<file path="src/sv/abt_pkg.sv">
// shared types and constants for the affine box transform core
// no dependencies; compiled first
package abt_pkg;

    localparam int VALUE_WIDTH   = 32;
    localparam int FRACTION_BITS = 16;

    // products, sums and determinant partial widths
    localparam int PROD_W = 2 * VALUE_WIDTH;
    localparam int SUM_W  = PROD_W + 2;
    localparam int COF_W  = PROD_W + 1;
    localparam int CHI_W  = COF_W - VALUE_WIDTH;
    localparam int PP_W   = VALUE_WIDTH + CHI_W;
    localparam int PP3_W  = PP_W + 2;
    localparam int DET_W  = PP3_W + VALUE_WIDTH;
    localparam int TSC_W  = VALUE_WIDTH + FRACTION_BITS;

    localparam int NSTAGE = 6;

    localparam logic [FRACTION_BITS-1:0] ROUND_HALF =
        FRACTION_BITS'(1) << (FRACTION_BITS - 1);
    localparam logic signed [VALUE_WIDTH-1:0] VAL_MAX = {1'b0, {(VALUE_WIDTH-1){1'b1}}};
    localparam logic signed [VALUE_WIDTH-1:0] VAL_MIN = {1'b1, {(VALUE_WIDTH-1){1'b0}}};

    // configuration register indexes
    localparam int CFG_IW = 3;
    localparam logic [CFG_IW-1:0] CFG_LOCAL_MIN_X = 3'd0;
    localparam logic [CFG_IW-1:0] CFG_LOCAL_MIN_Y = 3'd1;
    localparam logic [CFG_IW-1:0] CFG_LOCAL_MIN_Z = 3'd2;
    localparam logic [CFG_IW-1:0] CFG_LOCAL_MAX_X = 3'd3;
    localparam logic [CFG_IW-1:0] CFG_LOCAL_MAX_Y = 3'd4;
    localparam logic [CFG_IW-1:0] CFG_LOCAL_MAX_Z = 3'd5;

    typedef struct packed {
        logic signed [VALUE_WIDTH-1:0] mat_r0_c0;
        logic signed [VALUE_WIDTH-1:0] mat_r0_c1;
        logic signed [VALUE_WIDTH-1:0] mat_r0_c2;
        logic signed [VALUE_WIDTH-1:0] mat_r1_c0;
        logic signed [VALUE_WIDTH-1:0] mat_r1_c1;
        logic signed [VALUE_WIDTH-1:0] mat_r1_c2;
        logic signed [VALUE_WIDTH-1:0] mat_r2_c0;
        logic signed [VALUE_WIDTH-1:0] mat_r2_c1;
        logic signed [VALUE_WIDTH-1:0] mat_r2_c2;
        logic signed [VALUE_WIDTH-1:0] shift_x;
        logic signed [VALUE_WIDTH-1:0] shift_y;
        logic signed [VALUE_WIDTH-1:0] shift_z;
    } t_abt_in_item;

    typedef struct packed {
        logic signed [VALUE_WIDTH-1:0] world_min_x;
        logic signed [VALUE_WIDTH-1:0] world_min_y;
        logic signed [VALUE_WIDTH-1:0] world_min_z;
        logic signed [VALUE_WIDTH-1:0] world_max_x;
        logic signed [VALUE_WIDTH-1:0] world_max_y;
        logic signed [VALUE_WIDTH-1:0] world_max_z;
        logic                          mirrored;
        logic                          bounds_error;
    } t_abt_out_item;

    typedef struct packed {
        logic signed [VALUE_WIDTH-1:0] local_min_x;
        logic signed [VALUE_WIDTH-1:0] local_min_y;
        logic signed [VALUE_WIDTH-1:0] local_min_z;
        logic signed [VALUE_WIDTH-1:0] local_max_x;
        logic signed [VALUE_WIDTH-1:0] local_max_y;
        logic signed [VALUE_WIDTH-1:0] local_max_z;
    } t_abt_box;

    typedef struct packed {
        logic signed [VALUE_WIDTH-1:0] world_min_x;
        logic signed [VALUE_WIDTH-1:0] world_min_y;
        logic signed [VALUE_WIDTH-1:0] world_min_z;
        logic signed [VALUE_WIDTH-1:0] world_max_x;
        logic signed [VALUE_WIDTH-1:0] world_max_y;
        logic signed [VALUE_WIDTH-1:0] world_max_z;
        logic                          bounds_error;
    } t_abt_bnd_res;

    // per-stage load enables and valid bits
    typedef struct packed {
        logic [NSTAGE-1:0] en;
        logic [NSTAGE-1:0] vld;
    } t_abt_pipe_ctl;

endpackage

</file>
<file path="src/sv/abt_pipe_ctrl.sv">
// valid bits and load enables for the six stage pipeline
// depends on abt_pkg
module abt_pipe_ctrl (
    input  logic                   i_clk,
    input  logic                   i_rst_n,
    input  logic                   i_in_valid,
    input  logic                   i_out_ready,
    output logic                   o_in_ready,
    output abt_pkg::t_abt_pipe_ctl o_ctl
);
    import abt_pkg::*;

    logic [NSTAGE-1:0] r_vld;
    logic [NSTAGE-1:0] n_vld;
    logic [NSTAGE-1:0] en;

    // a stage loads when it is empty or its content moves on
    always_comb begin
        en[NSTAGE-1] = !r_vld[NSTAGE-1] || i_out_ready;
        for (int k = NSTAGE - 2; k >= 0; k--) begin
            en[k] = !r_vld[k] || en[k+1];
        end
    end

    always_comb begin
        n_vld = r_vld;
        if (en[0]) begin
            n_vld[0] = i_in_valid;
        end
        for (int k = 1; k < NSTAGE; k++) begin
            if (en[k]) begin
                n_vld[k] = r_vld[k-1];
            end
        end
    end

    always_ff @(posedge i_clk) begin
        if (!i_rst_n) begin
            r_vld <= '0;
        end else begin
            r_vld <= n_vld;
        end
    end

    assign o_in_ready = en[0];
    assign o_ctl.en   = en;
    assign o_ctl.vld  = r_vld;

`ifndef SYNTH
    a_full_when_blocked: assert property (@(posedge i_clk) disable iff (!i_rst_n)
        !o_in_ready |-> ((&r_vld) && !i_out_ready))
        else $error("input blocked while pipeline has room");

    a_result_held: assert property (@(posedge i_clk) disable iff (!i_rst_n)
        (r_vld[NSTAGE-1] && !i_out_ready) |=> r_vld[NSTAGE-1])
        else $error("pending result dropped");

    a_entry_captured: assert property (@(posedge i_clk) disable iff (!i_rst_n)
        (i_in_valid && o_in_ready) |=> r_vld[0])
        else $error("accepted item not captured in first stage");

    a_stalled_stage_kept: assert property (@(posedge i_clk) disable iff (!i_rst_n)
        (r_vld[1] && !en[1]) |=> r_vld[1])
        else $error("stalled stage lost its item");
`endif

endmodule

</file>
<file path="config.mk">
export PLATFORM = sky130hd
export DESIGN_NAME = abt_pipe_ctrl
export DESIGN_NICKNAME = d
export VERILOG_FILES = /design/src/sv/abt_pkg.sv /design/src/sv/abt_pipe_ctrl.sv
export SDC_FILE = /design/constraint.sdc
export NUM_CORES = 1
export LEC_CHECK = 0
export BUFFER_PORTS_ARGS = -buffer_cell sky130_fd_sc_hd__buf_2
export CELL_PAD_IN_SITES_DETAIL_PLACEMENT = 0
export CELL_PAD_IN_SITES_GLOBAL_PLACEMENT = 1
export CORE_AREA = 2 2 39 41
export CTS_CLUSTER_DIAMETER = 30
export DETAILED_ROUTE_END_ITERATION = 8
export DIE_AREA = 0 0 41 43
export PLACE_DENSITY = 0.56
export SYNTH_ARGS = -nofsm -noshare
export SYNTH_HDL_FRONTEND = slang
export SYNTH_SLANG_ARGS = --single-unit
</file>
<file path="constraint.sdc">
create_clock -name i_clk -period 2.6 [get_ports i_clk]
set_input_delay 0.13 -clock i_clk [delete_from_list [all_inputs] [get_ports i_clk]]
set_output_delay 0.13 -clock i_clk [all_outputs]
set_load 0.02 [all_outputs]
</file>
* Yosys cells after proc, flatten, opt, wreduce, memory -nomap -nowiden
Cells that the tools add are included.
Storage, ports and cells: word-level logic and storage cells 18, RAM bits 0, register bits 6, latch bits 0, memory bits (read-only) 0, memories kept 0, output and inout port bits 13, input port bits 4
Operators by class: muxes and demuxes 0, bitwise logic cells 0, divide/modulo/power cells 0, equality and inequality tests 0, shift operators 0, reduce and logical (&&, ||, !) cells 12, add/subtract/negate cells 0, order comparisons 0, multiply operators 0
Operators by type and width (number):
- $logic_not 1->1 | 6
- $logic_or 1x1->1 | 6

* Depth between registers and ports, before layout
depth after elaboration 7, depth in mapped cells 5, gate-level depth less buffers 4

* Least setup slack after synthesis
Ideal clock, no wire load.
path type flip-flop to output port, start reg r_vld[4], end out o_ctl[6] (netlist bit), slack 1.172 ns, arrival 1.298 ns, stages on the path, launching flop included 6, path buffers 1, data required time 2.470 ns, path through dfxtp_1 > and4b_1 > inv_1 > nor2_1 > inv_1 > buf_4
RTL lines:
- start, declared | RTL line abt_pipe_ctrl.sv:13 | logic [NSTAGE-1:0] r_vld;
- start signal, assigned | RTL line abt_pipe_ctrl.sv:41 | r_vld <= n_vld;
- end, declared | RTL line abt_pipe_ctrl.sv:9 | output abt_pkg::t_abt_pipe_ctl o_ctl

==> results.md <==
* Slew headroom at 83.11%
* Worst Hold End: r_vld[0]$_SDFFE_PN0P_
* CTS Hold Buffers Added at 0
* Leakage at 0.1533 nW
* ANT cells at 0
* Gpl congestion at 0.6245
* Reg2Reg Depth at 4
* Minimum clock period at 1.447 ns
* Peak supply drop at 0.0003336 V
* Final TNS setup at 0 ns
* Final hold viol count at 0
* CP Max Fanout at 5
* # rows at 14
* CP peak stage delay at 0.38 ns
* Number of flip-flops in the largest register at 6
* Max Cap Viol at 0
* Area grow syn2layout at 47.67%
* Fin cells at 61
* TritonCTS clock tree: yes
* Seq/Total Area, Yosys at 49.74%
* Worst path required time at 2.47 ns
* Crit. End Element: output port
* Vias per cell at 4.066
* Synth Instances at 27
* RSZ-0062 raised after global routing: false
* Worst r2r dst: r_vld[1]$_SDFFE_PN0P_
* Fin crit share at 55.67%
* Syn. warnings at 0
* Die Width at 41 um
* Clock Sinks at 6
* Global-route usage over all layers at 7.351%
* Placed cells at 58
* Core footprint at 1384 sq um
* Max Freq at 690.9 MHz
* CTS Buf Count at 3
* Startpoint Class: flip-flop
* Grt ovf at 0
* Library cells used by synthesis at 13
* # IOs at 17
* Initial DRC Count at 1
* PortBufs at 16
* Layout fillers at 163
* Syn_nets at 31
* Area of the multi-input gates at 98.84 sq um
* Crit Path Category: reg -> out
* Slew at the pin closest to its max-slew limit at 0.2529 ns
* Final wirelength at 547 um
* Power Density at 539.6 nW/um^2
* CP delay by family, top: simple AND/OR/NAND/NOR gates
* DRC Markers at 0
* Die ar. at 1763 sq um
* Vias in the first global route at 204
* Routed Antenna Nets at 0
* Clk_lat worst skew at 0.24 ns
* Avg Cell Area, Syn at 8.944 sq um
* Dpl hpwl at 428.6 um
* Drt pass-1 iters at 2
* HP Class: in -> reg
* Pin count of the biggest net entering global routing at 8
* Post-CTS Setup Inserts at 0
* Most frequent cells in the layout: buf_2, dfxtp_1, nand2_1, o21a_1
* Initial antenna violation count at 0
* Mapped Area at 241.5 sq um
* Routed len/inst at 8.967 um
* H-tree levels at 1
* Crit-path cells: and4b_1 > inv_1 > nor2_1 > inv_1 > buf_2
* Post-CTS sizing at 0
* Most common cell after layout, fill and taps aside: buf_2
* Critical path buffers and inverters at 3
* Top flop regs: r_vld (6)
* Status: completed
* Final setup skew at 0.003050 ns
* First-pass GRT wire length at 828 um
* Top reg by flops: r_vld
* Slack of the worst reg-to-reg path at 1.56 ns
* Final setup viols at 0
* Maximum root-to-sink buffer count at 2
* Critical path's most frequent cell: inv_1
* R2r startpoint: r_vld[4]$_SDFFE_PN0P_
* WHS Path Cells at 2
* Final-stage net count at 51
* Critical path data arrival time at 1.32 ns
* CTS Root Cell: clkbuf_4
* Clock-pin slew on the worst setup and hold paths at 0.04 ns
* FF+latch count, synth at 6
* Vias at 248
* Hold_sp: i_in_valid
* Sequential cell area at 120.1 sq um
* Critical-path cell with the highest stage delay: dfxtp_1
* Initial Util at 17.45%
* Layout cells sized above 1 at 48.89%
* Height of the die at 43 um
* Max-slew violations at 0
==> worst register-to-register path: stages (launching register included) <==
cell and delay [ns]:
dfxtp_1 0.38, and4b_1 0.27, and2_4 0.18, inv_2 0.04, o21ai_2 0.11
==> stage by stage <==
step / utilization (%) / power [mW] / setup slack (ns) / hold slack, ns / instance area, sq um
2_1_floorplan: - / 0.1043 / 1.172 / 0.2471 / 241.5
3_3_place_gp: 24.14 / 0.1114 / 1.432 / 0.3601 / 334.1
3_5_place_dp: 24.14 / 0.1110 / 1.390 / 0.3470 / 334.1
4_1_cts: 25.77 / 0.1961 / 1.130 / 0.09785 / 356.6
5_1_grt: 25.77 / 0.2034 / 1.052 / 0.1247 / 356.6
6_report: 25.77 / 0.1924 / 1.153 / 0.1012 / 356.6
==> cells in the mapped netlist <==
cell type	instances	area share, %
o21ai_2	1	3.6
nor2_1	1	1.6
nand3_1	1	2.1
inv_1	3	4.7
nor2b_1	2	5.2
o21a_1	4	12
and2_4	1	3.6
a21oi_1	1	2.1
inv_2	1	1.6
dfxtp_1	6	50
buf_4	1	3.1
and4b_1	1	4.1
nand2_1	4	6.2
==> cell type report <==
class	count	area share, %
Clock buffer	3	6.316
Inverter	4	4.211
Multi-Input combinational cell	16	27.72
Sequential cell	6	33.68
Tap cell	16	5.614
Timing Repair Buffer	16	22.46
==> where the power goes <==
part | internal (mW) | switching (mW)
clock network | 0.0520 | 0.0310
logic | 0.00532 | 0.00710
registers | 0.0948 | 0.00215
total | 0.152 | 0.0403
==> cell families after synthesis <==
| logic type | synth area share [%] |
|---|---|
| AOI/OAI and AO/OA | 18.13 |
| buffers and inverters | 9.326 |
| DFF | 49.74 |
| and+or+nand+nor | 22.79 |
==> worst max path at each step <==
stage | start | end | slack (ns) | cells past startpoint
finish | r_vld[4]$_SDFFE_PN0P_ | o_ctl[6] | 1.15 | 5
global route | r_vld[4]$_SDFFE_PN0P_ | o_ctl[6] | 1.05 | 5
CTS | r_vld[4]$_SDFFE_PN0P_ | o_ctl[6] | 1.13 | 5
detailed placement | r_vld[4]$_SDFFE_PN0P_ | o_ctl[6] | 1.39 | 5
global placement | r_vld[4]$_SDFFE_PN0P_ | o_ctl[6] | 1.43 | 5
floorplan | r_vld[4]$_SDFFE_PN0P_ | o_ctl[6] | 1.17 | 5
==> routing by layer <==
layer | global-route usage [%] | part of all wire [%]
met4 | 0 | 0
met2 | 10.00 | 35
met1 | 8.442 | 50
met3 | 7.853 | 15
met5 | 0 | 0
No activity file was read; power rests on OpenSTA's default activity.
