`src/sv/abt_pkg.sv`:
```
// shared types and constants for the affine box transform core
// no dependencies; compiled first
package abt_pkg;

    localparam int VALUE_WIDTH   = 32;
    localparam int FRACTION_BITS = 16;

    // products, sums and determinant partial widths
    localparam int PROD_W = 2 * VALUE_WIDTH;
    localparam int SUM_W  = PROD_W + 2;
    localparam int COF_W  = PROD_W + 1;
    localparam int CHI_W  = COF_W - VALUE_WIDTH;
    localparam int PP_W   = VALUE_WIDTH + CHI_W;
    localparam int PP3_W  = PP_W + 2;
    localparam int DET_W  = PP3_W + VALUE_WIDTH;
    localparam int TSC_W  = VALUE_WIDTH + FRACTION_BITS;

    localparam int NSTAGE = 6;

    localparam logic [FRACTION_BITS-1:0] ROUND_HALF =
        FRACTION_BITS'(1) << (FRACTION_BITS - 1);
    localparam logic signed [VALUE_WIDTH-1:0] VAL_MAX = {1'b0, {(VALUE_WIDTH-1){1'b1}}};
    localparam logic signed [VALUE_WIDTH-1:0] VAL_MIN = {1'b1, {(VALUE_WIDTH-1){1'b0}}};

    // configuration register indexes
    localparam int CFG_IW = 3;
    localparam logic [CFG_IW-1:0] CFG_LOCAL_MIN_X = 3'd0;
    localparam logic [CFG_IW-1:0] CFG_LOCAL_MIN_Y = 3'd1;
    localparam logic [CFG_IW-1:0] CFG_LOCAL_MIN_Z = 3'd2;
    localparam logic [CFG_IW-1:0] CFG_LOCAL_MAX_X = 3'd3;
    localparam logic [CFG_IW-1:0] CFG_LOCAL_MAX_Y = 3'd4;
    localparam logic [CFG_IW-1:0] CFG_LOCAL_MAX_Z = 3'd5;

    typedef struct packed {
        logic signed [VALUE_WIDTH-1:0] mat_r0_c0;
        logic signed [VALUE_WIDTH-1:0] mat_r0_c1;
        logic signed [VALUE_WIDTH-1:0] mat_r0_c2;
        logic signed [VALUE_WIDTH-1:0] mat_r1_c0;
        logic signed [VALUE_WIDTH-1:0] mat_r1_c1;
        logic signed [VALUE_WIDTH-1:0] mat_r1_c2;
        logic signed [VALUE_WIDTH-1:0] mat_r2_c0;
        logic signed [VALUE_WIDTH-1:0] mat_r2_c1;
        logic signed [VALUE_WIDTH-1:0] mat_r2_c2;
        logic signed [VALUE_WIDTH-1:0] shift_x;
        logic signed [VALUE_WIDTH-1:0] shift_y;
        logic signed [VALUE_WIDTH-1:0] shift_z;
    } t_abt_in_item;

    typedef struct packed {
        logic signed [VALUE_WIDTH-1:0] world_min_x;
        logic signed [VALUE_WIDTH-1:0] world_min_y;
        logic signed [VALUE_WIDTH-1:0] world_min_z;
        logic signed [VALUE_WIDTH-1:0] world_max_x;
        logic signed [VALUE_WIDTH-1:0] world_max_y;
        logic signed [VALUE_WIDTH-1:0] world_max_z;
        logic                          mirrored;
        logic                          bounds_error;
    } t_abt_out_item;

    typedef struct packed {
        logic signed [VALUE_WIDTH-1:0] local_min_x;
        logic signed [VALUE_WIDTH-1:0] local_min_y;
        logic signed [VALUE_WIDTH-1:0] local_min_z;
        logic signed [VALUE_WIDTH-1:0] local_max_x;
        logic signed [VALUE_WIDTH-1:0] local_max_y;
        logic signed [VALUE_WIDTH-1:0] local_max_z;
    } t_abt_box;

    typedef struct packed {
        logic signed [VALUE_WIDTH-1:0] world_min_x;
        logic signed [VALUE_WIDTH-1:0] world_min_y;
        logic signed [VALUE_WIDTH-1:0] world_min_z;
        logic signed [VALUE_WIDTH-1:0] world_max_x;
        logic signed [VALUE_WIDTH-1:0] world_max_y;
        logic signed [VALUE_WIDTH-1:0] world_max_z;
        logic                          bounds_error;
    } t_abt_bnd_res;

    // per-stage load enables and valid bits
    typedef struct packed {
        logic [NSTAGE-1:0] en;
        logic [NSTAGE-1:0] vld;
    } t_abt_pipe_ctl;

endpackage

```
`src/sv/abt_cfg_regs.sv`:
```
// local box bound registers with a plain write port
// depends on abt_pkg
module abt_cfg_regs (
    input  logic                             i_clk,
    input  logic                             i_rst_n,
    input  logic                             i_cfg_we,
    input  logic [abt_pkg::CFG_IW-1:0]       i_cfg_index,
    input  logic [abt_pkg::VALUE_WIDTH-1:0]  i_cfg_data,
    output abt_pkg::t_abt_box                o_box
);
    import abt_pkg::*;

    t_abt_box r_box;
    t_abt_box n_box;

    always_comb begin
        n_box = r_box;
        if (i_cfg_we) begin
            unique case (i_cfg_index)
                CFG_LOCAL_MIN_X: n_box.local_min_x = i_cfg_data;
                CFG_LOCAL_MIN_Y: n_box.local_min_y = i_cfg_data;
                CFG_LOCAL_MIN_Z: n_box.local_min_z = i_cfg_data;
                CFG_LOCAL_MAX_X: n_box.local_max_x = i_cfg_data;
                CFG_LOCAL_MAX_Y: n_box.local_max_y = i_cfg_data;
                CFG_LOCAL_MAX_Z: n_box.local_max_z = i_cfg_data;
                default: ; // unused index, write dropped
            endcase
        end
    end

    always_ff @(posedge i_clk) begin
        if (!i_rst_n) begin
            r_box <= '0;
        end else begin
            r_box <= n_box;
        end
    end

    assign o_box = r_box;

endmodule

```
`config.mk`:
```
export PLATFORM = sky130hd
export DESIGN_NAME = abt_cfg_regs
export DESIGN_NICKNAME = d
export VERILOG_FILES = /design/src/sv/abt_pkg.sv /design/src/sv/abt_cfg_regs.sv
export SDC_FILE = /design/constraint.sdc
export NUM_CORES = 1
export LEC_CHECK = 0
export BUFFER_PORTS_ARGS = -buffer_cell sky130_fd_sc_hd__buf_4
export CAP_MARGIN = 20
export CORE_MARGIN = 2
export CORE_UTILIZATION = 50
export CTS_BUF_LIST = sky130_fd_sc_hd__clkbuf_2
export DETAILED_ROUTE_END_ITERATION = 8
export PLACE_DENSITY = 0.87
export REMOVE_ABC_BUFFERS = 1
export SLEW_MARGIN = 25
export SYNTH_ARGS = -nofsm -noshare
export SYNTH_HDL_FRONTEND = slang
export SYNTH_SLANG_ARGS = --single-unit
```
`constraint.sdc`:
```
create_clock -name i_clk -period 2.87 [get_ports i_clk]
set_input_delay 0.287 -clock i_clk [delete_from_list [all_inputs] [get_ports i_clk]]
set_output_delay 0.287 -clock i_clk [all_outputs]
set_load 0.03 [all_outputs]
```
# Word level (Yosys, flattened, before mapping)
# Cells that the tools add are included.
dict set report totals {
  ff_bits 192
  in_bits 38
  elab_cells 18
}
dict set report classes {
  n_eq_ne 5
  n_reduce_logical 7
}
# cell n
set ops {}
lappend ops {{$reduce_and A2 Y1} 6}
lappend ops {{$eq A3 B2 Y1 const B} 2}
lappend ops {{$eq A3 B3 Y1 const B} 2}
lappend ops {{$eq A3 B1 Y1 const B} 1}
lappend ops {{$logic_not A3 Y1} 1}

# Depth between registers and ports, before layout
dict set report depth {
  depth_word 2
  mapped_depth 5
  ltp_nobuf 2
}

# Least setup slack after synthesis
# Ideal clock, no wire load.
dict set report synth_timing {
  kind {input-to-reg}
  startpoint {input i_cfg_index[0] (netlist name)}
  endpoint {register r_box, in the netlist o_box[160]}
  setup_ns 0.072
  arrival_time_ns 1.201
  setup_slack_ns 1.597
  cell_stages 4
  path_buffers 2
  path_cell_list {buf_6 -> nor4b_4 -> buf_6 -> mux2i_1}
}
dict set report synth_between {
  elab_chain_cells 2
}
# element line
set synth_rtl {}
lappend synth_rtl {{from (decl)} abt_cfg_regs.sv:7} ;# input logic [abt_pkg::CFG_IW-1:0] i_cfg_index,
lappend synth_rtl {{$logic_not A3 Y1} abt_cfg_regs.sv:19} ;# unique case (i_cfg_index)
lappend synth_rtl {{$reduce_and A2 Y1 (no line)} n/a}
lappend synth_rtl {{to (signal assigned)} abt_cfg_regs.sv:35} ;# r_box <= n_box;
lappend synth_rtl {{to (decl)} abt_cfg_regs.sv:13} ;# t_abt_box r_box;
# Every way passes these cells.
# A chain may end at the register's enable or synchronous reset.

==> key figures <==
Pwr
  – Pwr dens: 502 nW/um2
  – Combinational group share of total power: 11.2%
  – Leak: 0.00475 uW
  – Net load switching power: 1200 uW
  – Peak VDD IR: 0.293 mV
  – Portion of total power attributed to sequential cells: 58.7%
  – Cell-internal power: 3510 uW
  – Net switching share of the total power: 25.5%
  – Clk network pwr share: 30.2%

Critical path
  – Worst-case register-to-register setup slack: 1700 ps
  – Worst stage delay on the critical path: 550 ps
  – Path length in cells of the critical path: 5
  – Number of buffers and inverters on the critical path: 3
  – Library cell appearing most often on the critical path: sky130_fd_sc_hd__dlygate4sd3_1
  – Start of the worst register-to-register path: o_box[28]$_SDFFE_PN0P_
  – Start point of the critical path: i_rst_n
  – Peak fanout along the critical path: 70
  – Critical path data arrival time: 2280 ps
  – Cell type group with the largest total delay on the critical path: buffers and inverters
  – Depth of the worst register-to-register path: 3
  – Critical Path Source Type: input port
  – Critical path class: in2reg
  – Required @ worst endpoint: 3550 ps
  – Endpoint of the most critical register-to-register path: o_box[28]$_SDFFE_PN0P_
  – Worst path slowest cell: sky130_fd_sc_hd__dlygate4sd3_1
  – Cell breakdown of the critical path: dlygate4sd3_1 > buf_6 > nand2_1 > mux2i_1 > dlygate4sd3_1
  – Endpoint class of the critical path: register

Synth
  – Most area-consuming cells after synthesis: sky130_fd_sc_hd__dfxtp_1 55%, sky130_fd_sc_hd__mux2i_1 28%, sky130_fd_sc_hd__nand2_1 12%
  – Fraction of synthesized cell area taken by the top area cell type: 55.2%
  – Cell Area, Synth: 6970 um2
  – Count of state elements after synthesis: 192
  – Warning count from the yosys run: 0
  – Number of distinct standard cells referenced by the synthesized netlist: 12
  – Post-synthesis sequential area ratio: 55.2%
  – Biggest area consumer among synthesized cells: sky130_fd_sc_hd__dfxtp_1
  – Post-Synthesis Cells: 661
  – Post-synthesis area per instance: 10.5 um2

Global routing
  – Overall track demand over capacity in global routing: 23.5%
  – Via count of the first global-routing pass: 5,329
  – Grt total ovfl: 0
  – Pin count of the biggest net entering global routing: 71
  – Initial antenna violation count: 0
  – Global-route wire length before repair: 27.3 mm

Die
  – Row count: 43
  – Horizontal die dimension: 122 um
  – Chip Height: 122 um
  – IO Count: 230
  – Starting utilization of the core area: 50.8%
  – Die Area: 14,900 um2
  – Area of the core: 13,700 um2

STA
  – Number of max-slew violations in the final report: 0
  – Layout Skew: 0 ps
  – Worst Tran Pin Value: 657 ps
  – Max Clock Freq: 0.626 GHz
  – RSZ-0062 raised after global routing: false
  – Relative slew slack: 56.2%
  – Total setup violations reported at the end of the flow: 0
  – Setup TNS: 0 ps
  – Period utilisation layout: 55.7%
  – Smallest hold slack: 210 ps
  – PnR worst setup slack: 1270 ps
  – Tmin final: 1600 ps
  – Final Hold Violating Endpoints: 0

Worst hold path
  – Cell depth of the worst hold path: 3
  – Worst hold start: i_cfg_index[1]
  – Min-Delay Endpoint: o_box[111]$_SDFFE_PN0P_
  – Min-Delay Path Class: in2reg

Place
  – Worst slack at placement: 1050 ps
  – Final GP Congestion: 0.769
  – Detail Placement HPWL: 11.3 mm
  – Port Buffer Count: 229
  – Number of instances in the placed design: 1,035

Drt
  – Post-route DRC violation count: 0
  – Vias after detailed routing: 5,537
  – Average wire length per cell after detail routing: 16.0 um
  – Routed Wire Length: 17.6 mm
  – First-iteration detailed-routing DRC count: 245
  – Final ANT Viol Nets: 0
  – Vias per cell: 5.04
  – Detailed-routing iteration count for the pre-antenna-repair pass: 4

Clocking
  – Max clock buf depth: 2
  – CTS tree: built
  – Clock sink count: 192
  – Clock buffers created by TritonCTS: 17
  – Clock tree root driver cell: sky130_fd_sc_hd__clkbuf_2
  – Clock-pin slew reported for the worst setup and hold paths after clock tree synthesis: 250 ps
  – Resized Gates After CTS: 0
  – Clock latency at the later pin of the worst-skew pair: 690 ps
  – Depth of the CTS H-tree: 4

Run status
  – Run status: finished clean

Cells and area
  – Post-Layout Cell Count: 1,099
  – Final #Nets: 946
  – ANT cells: 0
  – Share of final-layout standard cells stronger than drive strength 1: 29.6%
  – Number of flip-flops in the largest register: 192
  – Area Overhead vs Synth: 34.8%
  – Fin util: 68.5%

Flow run
  – Max-Cap Viols: 0
==> final cells by class <==
class | count | area (um2)
fillers | 1024 | 4330
flip-flops and latches | 192 | 3840
multi-input cells | 422 | 2870
repair buffers | 275 | 2190
well taps | 180 | 225
clock inverters | 11 | 165
clock buffers | 19 | 95.1
==> kinds of logic after synthesis <==
| family | count (synthesis) | synth area share, % |
|---|---|---|
| DFF | 192 | 55.2 |
| buffers and inverters | 47 | 4.09 |
| and+or+nand+nor | 230 | 13.2 |
| muxes | 192 | 27.6 |
==> layer usage <==
metal / vias to the layer above / GRT usage (%) / part of all wire (%)
met2: 192 / 40.6 / 49
met5: - / 0 / 0
li1: 2674 / - / -
met3: 29 / 7.12 / 7.6
met4: 0 / 8.05 / 2.1
met1: 2642 / 27.7 / 41
==> what timing repair did <==
action | CTS | global route
hold endpoints to repair | 192 | 0
hold buffers | 34 | 0
endpoints found under the setup margin | 0 | 0
setup buffers | 0 | 0
==> tightest hold or removal path, stage by stage <==
cell                        delay (ps)
sky130_fd_sc_hd__buf_4             140
sky130_fd_sc_hd__nand4bb_4         350
sky130_fd_sc_hd__mux2i_1           120
==> synthesized netlist by cell type (all sizes together) <==
| cell | instances |
|---|---|
| and4bb | 1 |
| buf | 31 |
| clkbuf | 16 |
| dfxtp | 192 |
| mux2i | 192 |
| nand2 | 224 |
| nand4b | 2 |
| nand4bb | 2 |
| nor4b | 1 |
==> worst max path at each step <==
stage,to,slack (ps)
floorplan,o_box[100]$_SDFFE_PN0P_,620
finish,o_box[28]$_SDFFE_PN0P_,1270
CTS,o_box[111],1210
global placement,o_box[47]$_SDFFE_PN0P_,1100
global route,o_box[120],1160
detailed placement,o_box[36]$_SDFFE_PN0P_,1050
==> placed cells by master (no fill, tap or decap), types with 2 or more instances in the layout <==
cell type | Yosys | routed
sky130_fd_sc_hd__nand2_1 | 224 | 224
sky130_fd_sc_hd__clkbuf_2 | 0 | 19
sky130_fd_sc_hd__buf_12 | 0 | 3
sky130_fd_sc_hd__mux2i_1 | 192 | 192
sky130_fd_sc_hd__nand4bb_4 | 0 | 2
sky130_fd_sc_hd__nand4b_1 | 2 | 2
sky130_fd_sc_hd__bufinv_16 | 0 | 4
sky130_fd_sc_hd__buf_4 | 12 | 237
sky130_fd_sc_hd__clkinv_4 | 0 | 2
sky130_fd_sc_hd__clkinv_1 | 0 | 3
sky130_fd_sc_hd__dfxtp_1 | 192 | 192
sky130_fd_sc_hd__dlygate4sd3_1 | 0 | 34
==> stage by stage <==
step	power [uW]	cell area, um2
after floorplan	3060	6680
after global placement	3300	8790
after detailed placement	3300	8790
after CTS	4740	9390
after global routing	4890	9390
final	4710	9390
==> power groups by stage <==
stage / clock [uW] / combinational [uW] / sequential [uW]
global placement: 0 / 483 / 2810
global route: 1560 / 559 / 2770
finish: 1420 / 527 / 2770
CTS: 1450 / 526 / 2770
floorplan: 0 / 137 / 2930
detailed placement: 0 / 490 / 2810
Power figures use the tool's default switching activity.
